## src/rtl/rgb_to_hsv_converter_macros.svh

```systemverilog
// ---------------------------------------------------------------------------
// RGB to HSV converter assertion macros
// Shared concurrent assertion forms for the converter RTL.
// ---------------------------------------------------------------------------
`ifndef RGB_TO_HSV_CONVERTER_MACROS_SVH
`define RGB_TO_HSV_CONVERTER_MACROS_SVH

// Same-cycle implication, disabled while reset is asserted.
`define RGBHSV_ASSERT_NOW(label, clk, rst_n, ante, cons, msg) \
    label: assert property (@(posedge clk) disable iff (!(rst_n)) (ante) |-> (cons)) \
        else $error(msg);

// Next-cycle implication, disabled while reset is asserted.
`define RGBHSV_ASSERT_NEXT(label, clk, rst_n, ante, cons, msg) \
    label: assert property (@(posedge clk) disable iff (!(rst_n)) (ante) |=> (cons)) \
        else $error(msg);

`endif

```

## src/rtl/rgbhsv_pkg.sv

```systemverilog
// ---------------------------------------------------------------------------
// RGB to HSV converter package
// Widths, sextant codes and shared helper functions.
// ---------------------------------------------------------------------------
package rgbhsv_pkg;

    localparam int CHAN_W = 8;
    localparam int HUE_W  = 15;
    localparam int SAT_W  = 16;

    // Divider geometry: 24-bit dividend, 16 quotient bits, 8-bit divisor.
    localparam int DIV_DW = 24;
    localparam int DIV_QW = 16;

    // Hue of one sextant, degrees times 64.
    localparam int SEXT_HUE = 3840;

    typedef enum logic [2:0] {
        SEXT_0 = 3'd0,
        SEXT_1 = 3'd1,
        SEXT_2 = 3'd2,
        SEXT_3 = 3'd3,
        SEXT_4 = 3'd4,
        SEXT_5 = 3'd5
    } t_sext;

    typedef struct packed {
        t_sext             sext;
        logic [CHAN_W-1:0] bri;
        logic              grey;
        logic              black;
    } t_side;

    // Base hue of a sextant.
    function automatic logic [HUE_W-1:0] sext_base(input t_sext s);
        logic [HUE_W-1:0] v;
        case (s)
            SEXT_0:  v = HUE_W'(0 * SEXT_HUE);
            SEXT_1:  v = HUE_W'(1 * SEXT_HUE);
            SEXT_2:  v = HUE_W'(2 * SEXT_HUE);
            SEXT_3:  v = HUE_W'(3 * SEXT_HUE);
            SEXT_4:  v = HUE_W'(4 * SEXT_HUE);
            SEXT_5:  v = HUE_W'(5 * SEXT_HUE);
            default: v = '0;
        endcase
        return v;
    endfunction

endpackage

```

## src/rtl/rgbhsv_ifs.sv

```systemverilog
// ---------------------------------------------------------------------------
// RGB to HSV converter channel interfaces
// Valid/ready channels for the RGB pixel input and the HSV result.
// ---------------------------------------------------------------------------
interface rgbhsv_pix_if;
    logic                           valid;
    logic                           ready;
    logic [rgbhsv_pkg::CHAN_W-1:0]  red_in;
    logic [rgbhsv_pkg::CHAN_W-1:0]  green_in;
    logic [rgbhsv_pkg::CHAN_W-1:0]  blue_in;

    modport source (output valid, output red_in, output green_in, output blue_in,
                    input ready);
    modport sink   (input valid, input red_in, input green_in, input blue_in,
                    output ready);
endinterface

interface rgbhsv_hsv_if;
    logic                           valid;
    logic                           ready;
    logic [rgbhsv_pkg::HUE_W-1:0]   hue_out;
    logic [rgbhsv_pkg::SAT_W-1:0]   sat_out;
    logic [rgbhsv_pkg::CHAN_W-1:0]  bri_out;

    modport source (output valid, output hue_out, output sat_out, output bri_out,
                    input ready);
    modport sink   (input valid, input hue_out, input sat_out, input bri_out,
                    output ready);
endinterface

```

## src/rtl/rgbhsv_div.sv

```systemverilog
// ---------------------------------------------------------------------------
// RGB to HSV pipelined divider
// Restoring division, one quotient bit per stage; quotient must fit QW bits.
// ---------------------------------------------------------------------------
module rgbhsv_div #(
    parameter int DW = 24,
    parameter int QW = 16,
    parameter int NW = 8
) (
    input  logic          i_clk,
    input  logic          i_en,
    input  logic [DW-1:0] i_num,
    input  logic [NW-1:0] i_den,
    output logic [QW-1:0] o_quo
);

    logic [NW-1:0] r_rem [QW];
    logic [QW-1:0] r_low [QW];
    logic [NW-1:0] r_den [QW];

    genvar s;
    generate
        for (s = 0; s < QW; s++) begin : g_stage
            logic [NW-1:0] rem_in;
            logic [QW-1:0] low_in;
            logic [NW-1:0] den_in;
            logic [NW:0]   trial;
            logic [NW:0]   diff;
            logic          ge;
            logic [NW-1:0] n_rem;
            logic [QW-1:0] n_low;

            if (s == 0) begin : g_first
                assign rem_in = NW'(i_num[DW-1:QW]);
                assign low_in = i_num[QW-1:0];
                assign den_in = i_den;
            end else begin : g_next
                assign rem_in = r_rem[s-1];
                assign low_in = r_low[s-1];
                assign den_in = r_den[s-1];
            end

            // Shift in the next dividend bit, subtract when it fits.
            assign trial = {rem_in, low_in[QW-1]};
            assign diff  = trial - {1'b0, den_in};
            assign ge    = (trial >= {1'b0, den_in});
            assign n_rem = ge ? diff[NW-1:0] : trial[NW-1:0];
            assign n_low = {low_in[QW-2:0], ge};

            always_ff @(posedge i_clk) begin
                if (i_en) begin
                    r_rem[s] <= n_rem;
                    r_low[s] <= n_low;
                    r_den[s] <= den_in;
                end
            end
        end
    endgenerate

    assign o_quo = r_low[QW-1];

endmodule

```

## src/rtl/rgb_to_hsv_converter.sv

```systemverilog
// Pipeline: decode stage A, the divide stages and the output stage lie between input beat and result beat.
// Throughput: one pixel per cycle while the result beat is not stalled; one quotient bit is resolved per divider stage.
// A stalled result beat freezes the whole pipeline; nothing is dropped or repeated.
// Reset (i_rst_n low, synchronous) clears all valid bits; payload is not reset.
// ---------------------------------------------------------------------------
// RGB to HSV converter
// Brightness, Q1.15 saturation and hue in degrees times 64 for 8-bit RGB.
// ---------------------------------------------------------------------------
`include "rgb_to_hsv_converter_macros.svh"

module rgb_to_hsv_converter (
    input  logic              i_clk,
    input  logic              i_rst_n,
    rgbhsv_pix_if.sink        i_pix,
    rgbhsv_hsv_if.source      o_hsv
);

    localparam int QW = rgbhsv_pkg::DIV_QW;
    localparam int DW = rgbhsv_pkg::DIV_DW;
    localparam int CW = rgbhsv_pkg::CHAN_W;

    logic r_o_vld;

    // Global advance: move every stage when the output slot is free or taken.
    logic en;
    assign en          = !r_o_vld || o_hsv.ready;
    assign i_pix.ready = en;

    // -----------------------------------------------------------------------
    // Stage A: find max/min, sextant and in-sextant difference.
    // -----------------------------------------------------------------------
    logic [CW-1:0] red, grn, blu;
    logic          r_is_max, g_is_max;
    logic [CW-1:0] cmax, cmin, delta, e;
    rgbhsv_pkg::t_sext sext;
    logic [11:0]   e15;

    assign red = i_pix.red_in;
    assign grn = i_pix.green_in;
    assign blu = i_pix.blue_in;

    always_comb begin
        // Red wins ties over green, green over blue.
        r_is_max = (red >= grn) && (red >= blu);
        g_is_max = !r_is_max && (grn >= blu);
        if (r_is_max) begin
            cmax = red;
            cmin = (grn < blu) ? grn : blu;
            if (grn >= blu) begin
                sext = rgbhsv_pkg::SEXT_0;
                e    = grn - blu;
            end else begin
                sext = rgbhsv_pkg::SEXT_5;
                e    = red - blu;
            end
        end else if (g_is_max) begin
            cmax = grn;
            cmin = (red < blu) ? red : blu;
            if (blu >= red) begin
                sext = rgbhsv_pkg::SEXT_2;
                e    = blu - red;
            end else begin
                sext = rgbhsv_pkg::SEXT_1;
                e    = grn - red;
            end
        end else begin
            cmax = blu;
            cmin = (red < grn) ? red : grn;
            if (red >= grn) begin
                sext = rgbhsv_pkg::SEXT_4;
                e    = red - grn;
            end else begin
                sext = rgbhsv_pkg::SEXT_3;
                e    = blu - grn;
            end
        end
        delta = cmax - cmin;
        // 15 * e, fits 12 bits
        e15 = {e, 4'b0000} - 12'(e);
    end

    logic                 r_a_vld;
    rgbhsv_pkg::t_side    r_a_side;
    logic [DW-1:0]        r_a_hnum;
    logic [DW-1:0]        r_a_snum;
    logic [CW-1:0]        r_a_delta;

    always_ff @(posedge i_clk) begin
        if (!i_rst_n) begin
            r_a_vld <= 1'b0;
        end else if (en) begin
            r_a_vld <= i_pix.valid;
        end
    end

    always_ff @(posedge i_clk) begin
        if (en) begin
            r_a_side.sext  <= sext;
            r_a_side.bri   <= cmax;
            r_a_side.grey  <= (delta == '0);
            r_a_side.black <= (cmax == '0);
            // Hue dividend: 3840 * e = (15 * e) << 8
            r_a_hnum       <= {4'b0000, e15, 8'b0};
            // Saturation dividend: delta << 15
            r_a_snum       <= {1'b0, delta, 15'b0};
            r_a_delta      <= delta;
        end
    end

    // -----------------------------------------------------------------------
    // Divide stages: hue fraction and saturation in parallel.
    // -----------------------------------------------------------------------
    logic [QW-1:0] hue_q, sat_q;

    rgbhsv_div #(.DW(DW), .QW(QW), .NW(CW)) u_hue_div (
        .i_clk (i_clk),
        .i_en  (en),
        .i_num (r_a_hnum),
        .i_den (r_a_delta),
        .o_quo (hue_q)
    );

    rgbhsv_div #(.DW(DW), .QW(QW), .NW(CW)) u_sat_div (
        .i_clk (i_clk),
        .i_en  (en),
        .i_num (r_a_snum),
        .i_den (r_a_side.bri),
        .o_quo (sat_q)
    );

    // Side data and valid bits travel alongside the divider stages.
    logic              r_vld  [QW];
    rgbhsv_pkg::t_side r_side [QW];

    always_ff @(posedge i_clk) begin
        if (!i_rst_n) begin
            for (int i = 0; i < QW; i++) begin
                r_vld[i] <= 1'b0;
            end
        end else if (en) begin
            r_vld[0] <= r_a_vld;
            for (int i = 1; i < QW; i++) begin
                r_vld[i] <= r_vld[i-1];
            end
        end
    end

    always_ff @(posedge i_clk) begin
        if (en) begin
            r_side[0] <= r_a_side;
            for (int i = 1; i < QW; i++) begin
                r_side[i] <= r_side[i-1];
            end
        end
    end

    // -----------------------------------------------------------------------
    // Output stage: add sextant base, zero grey hue and black saturation.
    // -----------------------------------------------------------------------
    rgbhsv_pkg::t_side             tail;
    logic [rgbhsv_pkg::HUE_W-1:0]  n_hue;
    logic [rgbhsv_pkg::SAT_W-1:0]  n_sat;

    assign tail  = r_side[QW-1];
    // In-sextant quotient never exceeds 3840, so 12 bits hold it.
    assign n_hue = tail.grey ? '0
                 : rgbhsv_pkg::sext_base(tail.sext) + rgbhsv_pkg::HUE_W'(hue_q[11:0]);
    assign n_sat = tail.black ? '0 : sat_q;

    logic [rgbhsv_pkg::HUE_W-1:0]  r_o_hue;
    logic [rgbhsv_pkg::SAT_W-1:0]  r_o_sat;
    logic [CW-1:0]                 r_o_bri;

    always_ff @(posedge i_clk) begin
        if (!i_rst_n) begin
            r_o_vld <= 1'b0;
        end else if (en) begin
            r_o_vld <= r_vld[QW-1];
        end
    end

    always_ff @(posedge i_clk) begin
        if (en) begin
            r_o_hue <= n_hue;
            r_o_sat <= n_sat;
            r_o_bri <= tail.bri;
        end
    end

    assign o_hsv.valid   = r_o_vld;
    assign o_hsv.hue_out = r_o_hue;
    assign o_hsv.sat_out = r_o_sat;
    assign o_hsv.bri_out = r_o_bri;

    // -----------------------------------------------------------------------
    // Assertions
    // -----------------------------------------------------------------------
    `RGBHSV_ASSERT_NOW(a_black_zero, i_clk, i_rst_n, r_o_vld && (r_o_bri == '0), (r_o_sat == '0) && (r_o_hue == '0), "black pixel with nonzero hue or saturation")
    `RGBHSV_ASSERT_NOW(a_range, i_clk, i_rst_n, r_o_vld, (r_o_hue < 15'd23040) && (r_o_sat <= 16'd32768), "hue or saturation out of range")
    `RGBHSV_ASSERT_NEXT(a_freeze, i_clk, i_rst_n, !en, $stable(r_a_vld) && $stable(r_o_vld) && $stable(r_o_hue), "pipeline moved during a stall")
    `RGBHSV_ASSERT_NEXT(a_enter, i_clk, i_rst_n, i_pix.valid && en, r_a_vld, "accepted beat lost at stage A")

endmodule
```

## src/flat_wrapper.sv

```systemverilog
// flat-port wrapper written by rule: the top's interface ports become plain ports
module rgb_to_hsv_converter_flat 
  (i_clk, i_rst_n, i_pix_valid, i_pix_red_in, i_pix_green_in, i_pix_blue_in, i_pix_ready, o_hsv_valid, o_hsv_hue_out, o_hsv_sat_out, o_hsv_bri_out, o_hsv_ready);
  rgbhsv_pix_if i_pix_i ();
  rgbhsv_hsv_if o_hsv_i ();
  input  logic i_clk;
  input  logic i_rst_n;
  input wire logic [$bits(i_pix_i.valid)-1:0] i_pix_valid;
  input wire logic [$bits(i_pix_i.red_in)-1:0] i_pix_red_in;
  input wire logic [$bits(i_pix_i.green_in)-1:0] i_pix_green_in;
  input wire logic [$bits(i_pix_i.blue_in)-1:0] i_pix_blue_in;
  output wire logic [$bits(i_pix_i.ready)-1:0] i_pix_ready;
  output wire logic [$bits(o_hsv_i.valid)-1:0] o_hsv_valid;
  output wire logic [$bits(o_hsv_i.hue_out)-1:0] o_hsv_hue_out;
  output wire logic [$bits(o_hsv_i.sat_out)-1:0] o_hsv_sat_out;
  output wire logic [$bits(o_hsv_i.bri_out)-1:0] o_hsv_bri_out;
  input wire logic [$bits(o_hsv_i.ready)-1:0] o_hsv_ready;
  assign i_pix_i.valid = i_pix_valid;
  assign i_pix_i.red_in = i_pix_red_in;
  assign i_pix_i.green_in = i_pix_green_in;
  assign i_pix_i.blue_in = i_pix_blue_in;
  assign i_pix_ready = i_pix_i.ready;
  assign o_hsv_valid = o_hsv_i.valid;
  assign o_hsv_hue_out = o_hsv_i.hue_out;
  assign o_hsv_sat_out = o_hsv_i.sat_out;
  assign o_hsv_bri_out = o_hsv_i.bri_out;
  assign o_hsv_i.ready = o_hsv_ready;
  rgb_to_hsv_converter u_core (.i_clk(i_clk), .i_rst_n(i_rst_n), .i_pix(i_pix_i), .o_hsv(o_hsv_i));
endmodule
```

## config.mk

```make
export PLATFORM = sky130hd
export DESIGN_NAME = rgb_to_hsv_converter_flat
export DESIGN_NICKNAME = d
export VERILOG_FILES = /design/src/rtl/rgbhsv_pkg.sv /design/src/rtl/rgbhsv_ifs.sv /design/src/rtl/rgbhsv_div.sv /design/src/rtl/rgb_to_hsv_converter.sv /design/src/flat_wrapper.sv
export VERILOG_INCLUDE_DIRS = /design/src /design/src/rtl
export SDC_FILE = /design/constraint.sdc
export NUM_CORES = 2
export LEC_CHECK = 0
export ABC_AREA = 0
export ABC_CLOCK_PERIOD_IN_PS = 25400
export BUFFER_PORTS_ARGS = -buffer_cell sky130_fd_sc_hd__buf_2
export CAP_MARGIN = 5
export CELL_PAD_IN_SITES_DETAIL_PLACEMENT = 2
export CELL_PAD_IN_SITES_GLOBAL_PLACEMENT = 2
export CORE_MARGIN = 4
export CORE_UTILIZATION = 40
export CTS_BUF_LIST = sky130_fd_sc_hd__clkbuf_4
export DETAILED_ROUTE_END_ITERATION = 7
export GPL_TIMING_DRIVEN = 1
export PLACE_DENSITY_LB_ADDON = 0.1
export SYNTH_ARGS = -nofsm -noshare
export SYNTH_HDL_FRONTEND = slang
export SYNTH_SLANG_ARGS = --single-unit
export TNS_END_PERCENT = 20
```

## constraint.sdc

```tcl
create_clock -name i_clk -period 25.4 [get_ports i_clk]
set_input_delay 0 -clock i_clk [delete_from_list [all_inputs] [get_ports i_clk]]
set_output_delay 0 -clock i_clk [all_outputs]
set_load 0.01 [all_outputs]
```

==> flow_summary.json <==
{
  "avgViaCountPerCell": 5.031,
  "rr_worst_depth": 6,
  "place.detailed.hpwl_um": 73710,
  "floorplan.core_area_um2": 107700,
  "preCtsSetupSlack_ns": 20.44,
  "path_clk_slew_ns": 0.07,
  "cp_data_arrival_time_ns": 6.37,
  "layout-area-overhead-vs-synth_pct": 12.91,
  "grt_overflow": 0,
  "synth-async-reset-ratio_pct": 0,
  "timing.reg2reg.setup_slack_ns": 20.88,
  "seq_area_frac_synth_pct": 61.68,
  "final_worst_clock_skew_ns": 0.08475,
  "die_height_um": 338.3,
  "grt_first_pass_wirelength_um": 165200,
  "layout_min_cycle_time_ns": 5.473,
  "tightestPinTransition_ns": 1.064,
  "power_frac_seq_pct": 41.3,
  "hold_class": "in2reg",
  "clock_path_buffers": 3,
  "nets": 4027,
  "antenna_left": 0,
  "critPathSlowestCell": "dlygate4sd3_1",
  "clk_latency_ns": 1.12,
  "timing.critical_path.cells": "dlygate4sd3_1 -> buf_2 -> inv_1 -> fa_1 -> nand3_1 -> a21oi_1 -> or2_1 -> nand2_1 -> o22a_1 -> dlygate4sd3_1 -> o211ai_1 -> o21ai_0 -> dlygate4sd3_1 -> ha_1 -> inv_1 -> maj3_2 -> a221oi_4 -> o2111ai_1 -> a21oi_1 -> xor2_1 -> dlygate4sd3_1 -> nor4_2",
  "clk_root_buffer_cell": "clkbuf_4",
  "worstSetupPathType": "in2reg",
  "timing.critical_path.required_ns": 26.30,
  "io_pins": 69,
  "cp_max_fo": 10,
  "run_status": "finished, final reports clean",
  "hold_violations": 0,
  "avg_synthesized_cell_area_um2": 13.10,
  "min_period_over_period_pct": 21.55,
  "internal_power_mw": 4.408,
  "pwr-share-clk_pct": 18.7,
  "final_cell_mix": "edfxtp_1 (889), inv_1 (437), clkbuf_4 (361)",
  "power.switching_fraction_pct": 35.24,
  "worstReg2RegStart": "u_core.o_hsv.valid$_SDFFE_PN0N_",
  "ys_seq_elements": 900,
  "rsz0062_at_grt": "false",
  "multi_input_comb_area_um2": 14770,
  "slew_viol_final": 0,
  "most_common_library_cell_in_the_layout_ignoring_fill_and_taps": "edfxtp_1",
  "h_tree_lvl_count": 4,
  "finalWeightedCongestion": 0.8213,
  "cts_post_setup_buffers_inserted": 0,
  "drt_first_iter_violations": 1120,
  "combinationalPowerShare_pct": 40.0,
  "placementRows": 120,
  "vdd_ir_drop_max_v": 0.00005394,
  "powerDensity_nw_per_um2": 138.1,
  "number_of_max_cap_violations": 0,
  "grt_use_total_pct": 17.95,
  "final_setup_tns_ns": 0,
  "maxSlewHeadroom_pct": 29.07,
  "pin_count_of_the_biggest_net_entering_global_routing": 172,
  "postLayoutSetupSlackWorst_ns": 19.93,
  "timing.critical_path.to": "u_core.r_a_side[1]$_DFFE_PN_",
  "drive_gt1_share_pct": 16.11,
  "numPortBuffers": 68,
  "switching_power_mw": 2.399,
  "drcViolationCount": 0,
  "ys.warnings.count": 0,
  "numCtsBuffers": 236,
  "postSynth.topFlopCell": "edfxtp_1",
  "worstSetupStartpoint": "i_pix_green_in[1]",
  "fmax_mhz": 182.7,
  "via_count_of_the_first_global_routing_pass": 30707,
  "critPathMostFrequentCell": "dlygate4sd3_1",
  "post_synthesis_cell_type_count": 70,
  "ff_latch_area_um2": 26920,
  "critical_path.endpoint_type": "register",
  "worstReg2RegEnd": "u_core.r_side[0][6]$_DFFE_PN_",
  "cpPeakStageDelay_ns": 0.63,
  "tritoncts": "done",
  "ctsHoldBuffers": 60,
  "antenna_found_initial": 2,
  "cts_num_sinks": 900,
  "postSynthCellCount": 3331,
  "synth-edff-count": 889,
  "route.detailed.wl_per_inst_um": 19.47,
  "drt_first_pass_iters": 5,
  "setup_viol_count_final": 0,
  "syn_area_um2": 43640,
  "wirelength_um": 102200,
  "detailroute.via_count": 26401,
  "static-leakage-power_nw": 20.38,
  "start_util_pct": 40.54,
  "cp-start-kind": "input pin",
  "die_w_um": 338.3,
  "n_fill_cell": 10639,
  "fp.dieArea_um2": 114500,
  "cts.repair.resized": 0,
  "synth_nets": 3709
}
==> through the flow <==
| stage | power (mW) | instances | hold WS, ns | cell area (um^2) | utilization, % |
|---|---|---|---|---|---|
| global route | 7.390 | 5246 | 0.09184 | 49270 | 45.77 |
| global placement | 5.287 | 4754 | 0.2692 | 45580 | 42.34 |
| detailed placement | 5.552 | 4754 | 0.3021 | 45580 | 42.34 |
| floorplan | 4.680 | 3331 | 0.1474 | 43640 | - |
| finish | 6.807 | 5248 | 0.1403 | 49280 | 45.77 |
| CTS | 6.933 | 5239 | 0.01738 | 49250 | 45.75 |
==> how the worst min path moves through the flow <==
stage                 startpoint                       endpoint  depth (start not counted)
6_report       i_pix_green_in[4]  u_core.r_a_delta[5]$_DFFE_PN_                          8
4_1_cts         i_pix_blue_in[5]  u_core.r_a_delta[5]$_DFFE_PN_                          7
3_5_place_dp         i_pix_valid    u_core.r_a_vld$_SDFFE_PN0N_                          3
2_1_floorplan        i_pix_valid    u_core.r_a_vld$_SDFFE_PN0N_                          2
5_1_grt        i_pix_green_in[5]   u_core.r_a_side[7]$_DFFE_PN_                          4
3_3_place_gp         i_pix_valid    u_core.r_a_vld$_SDFFE_PN0N_                          3
==> power groups by stage <==
| stage | Sequential, mW | Clock (mW) | Combinational [mW] |
|---|---|---|---|
| after CTS | 2.83 | 1.33 | 2.77 |
| after detailed placement | 2.85 | 0 | 2.70 |
| after floorplan | 2.68 | 0 | 2.00 |
| final | 2.81 | 1.27 | 2.72 |
| after global placement | 2.79 | 0 | 2.50 |
| after global routing | 2.88 | 1.42 | 3.09 |
==> layer usage <==
| layer | track usage [%] | vias up | part of all wire (%) |
|---|---|---|---|
| li1 | - | 12683 | - |
| met1 | 19.87 | 13172 | 40 |
| met2 | 34.27 | 362 | 55 |
| met3 | 3.146 | 184 | 2.8 |
| met4 | 6.490 | 0 | 2.4 |
| met5 | 0 | - | 0 |
==> Yosys cell counts, types with 48 or more instances <==
library cell | instances | area share (%)
xnor2_1 | 90 | 1.8
mux2_2 | 127 | 3.3
o21ai_0 | 231 | 2.6
a21oi_1 | 93 | 1.1
nand2b_1 | 48 | 0.69
edfxtp_1 | 889 | 61
nor2b_1 | 123 | 1.8
nor2_1 | 227 | 2.0
inv_1 | 438 | 3.8
ha_1 | 313 | 9.0
a21boi_0 | 71 | 1.2
nand2_1 | 150 | 1.3
==> worst max-delay path: cells and delay by family <==
kind / cells / cell delay (ns)
AO/OA/AOI/OAI: 7 / 1.25
adder cells (fa/ha/maj): 3 / 1.01
XOR/XNOR: 1 / 0.09
buffers and inverters: 7 / 2.83
AND/OR/NAND/NOR: 4 / 1.18
==> flip-flops by register name, indices dropped and copies added, names as in the netlist <==
signal,flops
u_core.u_hue_div.r_den,120
u_core.r_a_hnum,12
u_core.r_vld,16
u_core.o_hsv.valid,1
u_core.u_sat_div.r_low,136
u_core.r_a_vld,1
u_core.r_side,208
u_core.o_hsv.sat_out,16
u_core.r_a_delta,8
u_core.u_hue_div.r_low,106
u_core.r_a_side,13
u_core.u_sat_div.r_rem,120
u_core.o_hsv.hue_out,15
u_core.o_hsv.bri_out,8
u_core.u_hue_div.r_rem,120
==> cells by family after synthesis <==
kind of cell	share of synthesized area (%)
flip-flops	61.68
AND/OR/NAND/NOR	7.893
AO/OA/AOI/OAI	8.294
buffers and inverters	4.473
adder cells (fa/ha/maj)	10.70
multiplexers	4.217
XOR/XNOR	2.750
==> area by class of cell <==
type | instances | share of cell area, %
antenna | 9 | 0.04571
clock buffer | 361 | 5.500
clock inverter | 64 | 0.7440
inverter | 438 | 3.352
multi-input combinational | 1928 | 29.98
sequential | 900 | 54.62
tap | 1403 | 3.562
timing repair buffer | 145 | 2.194
Note: power is estimated with default switching activity, not from simulation.
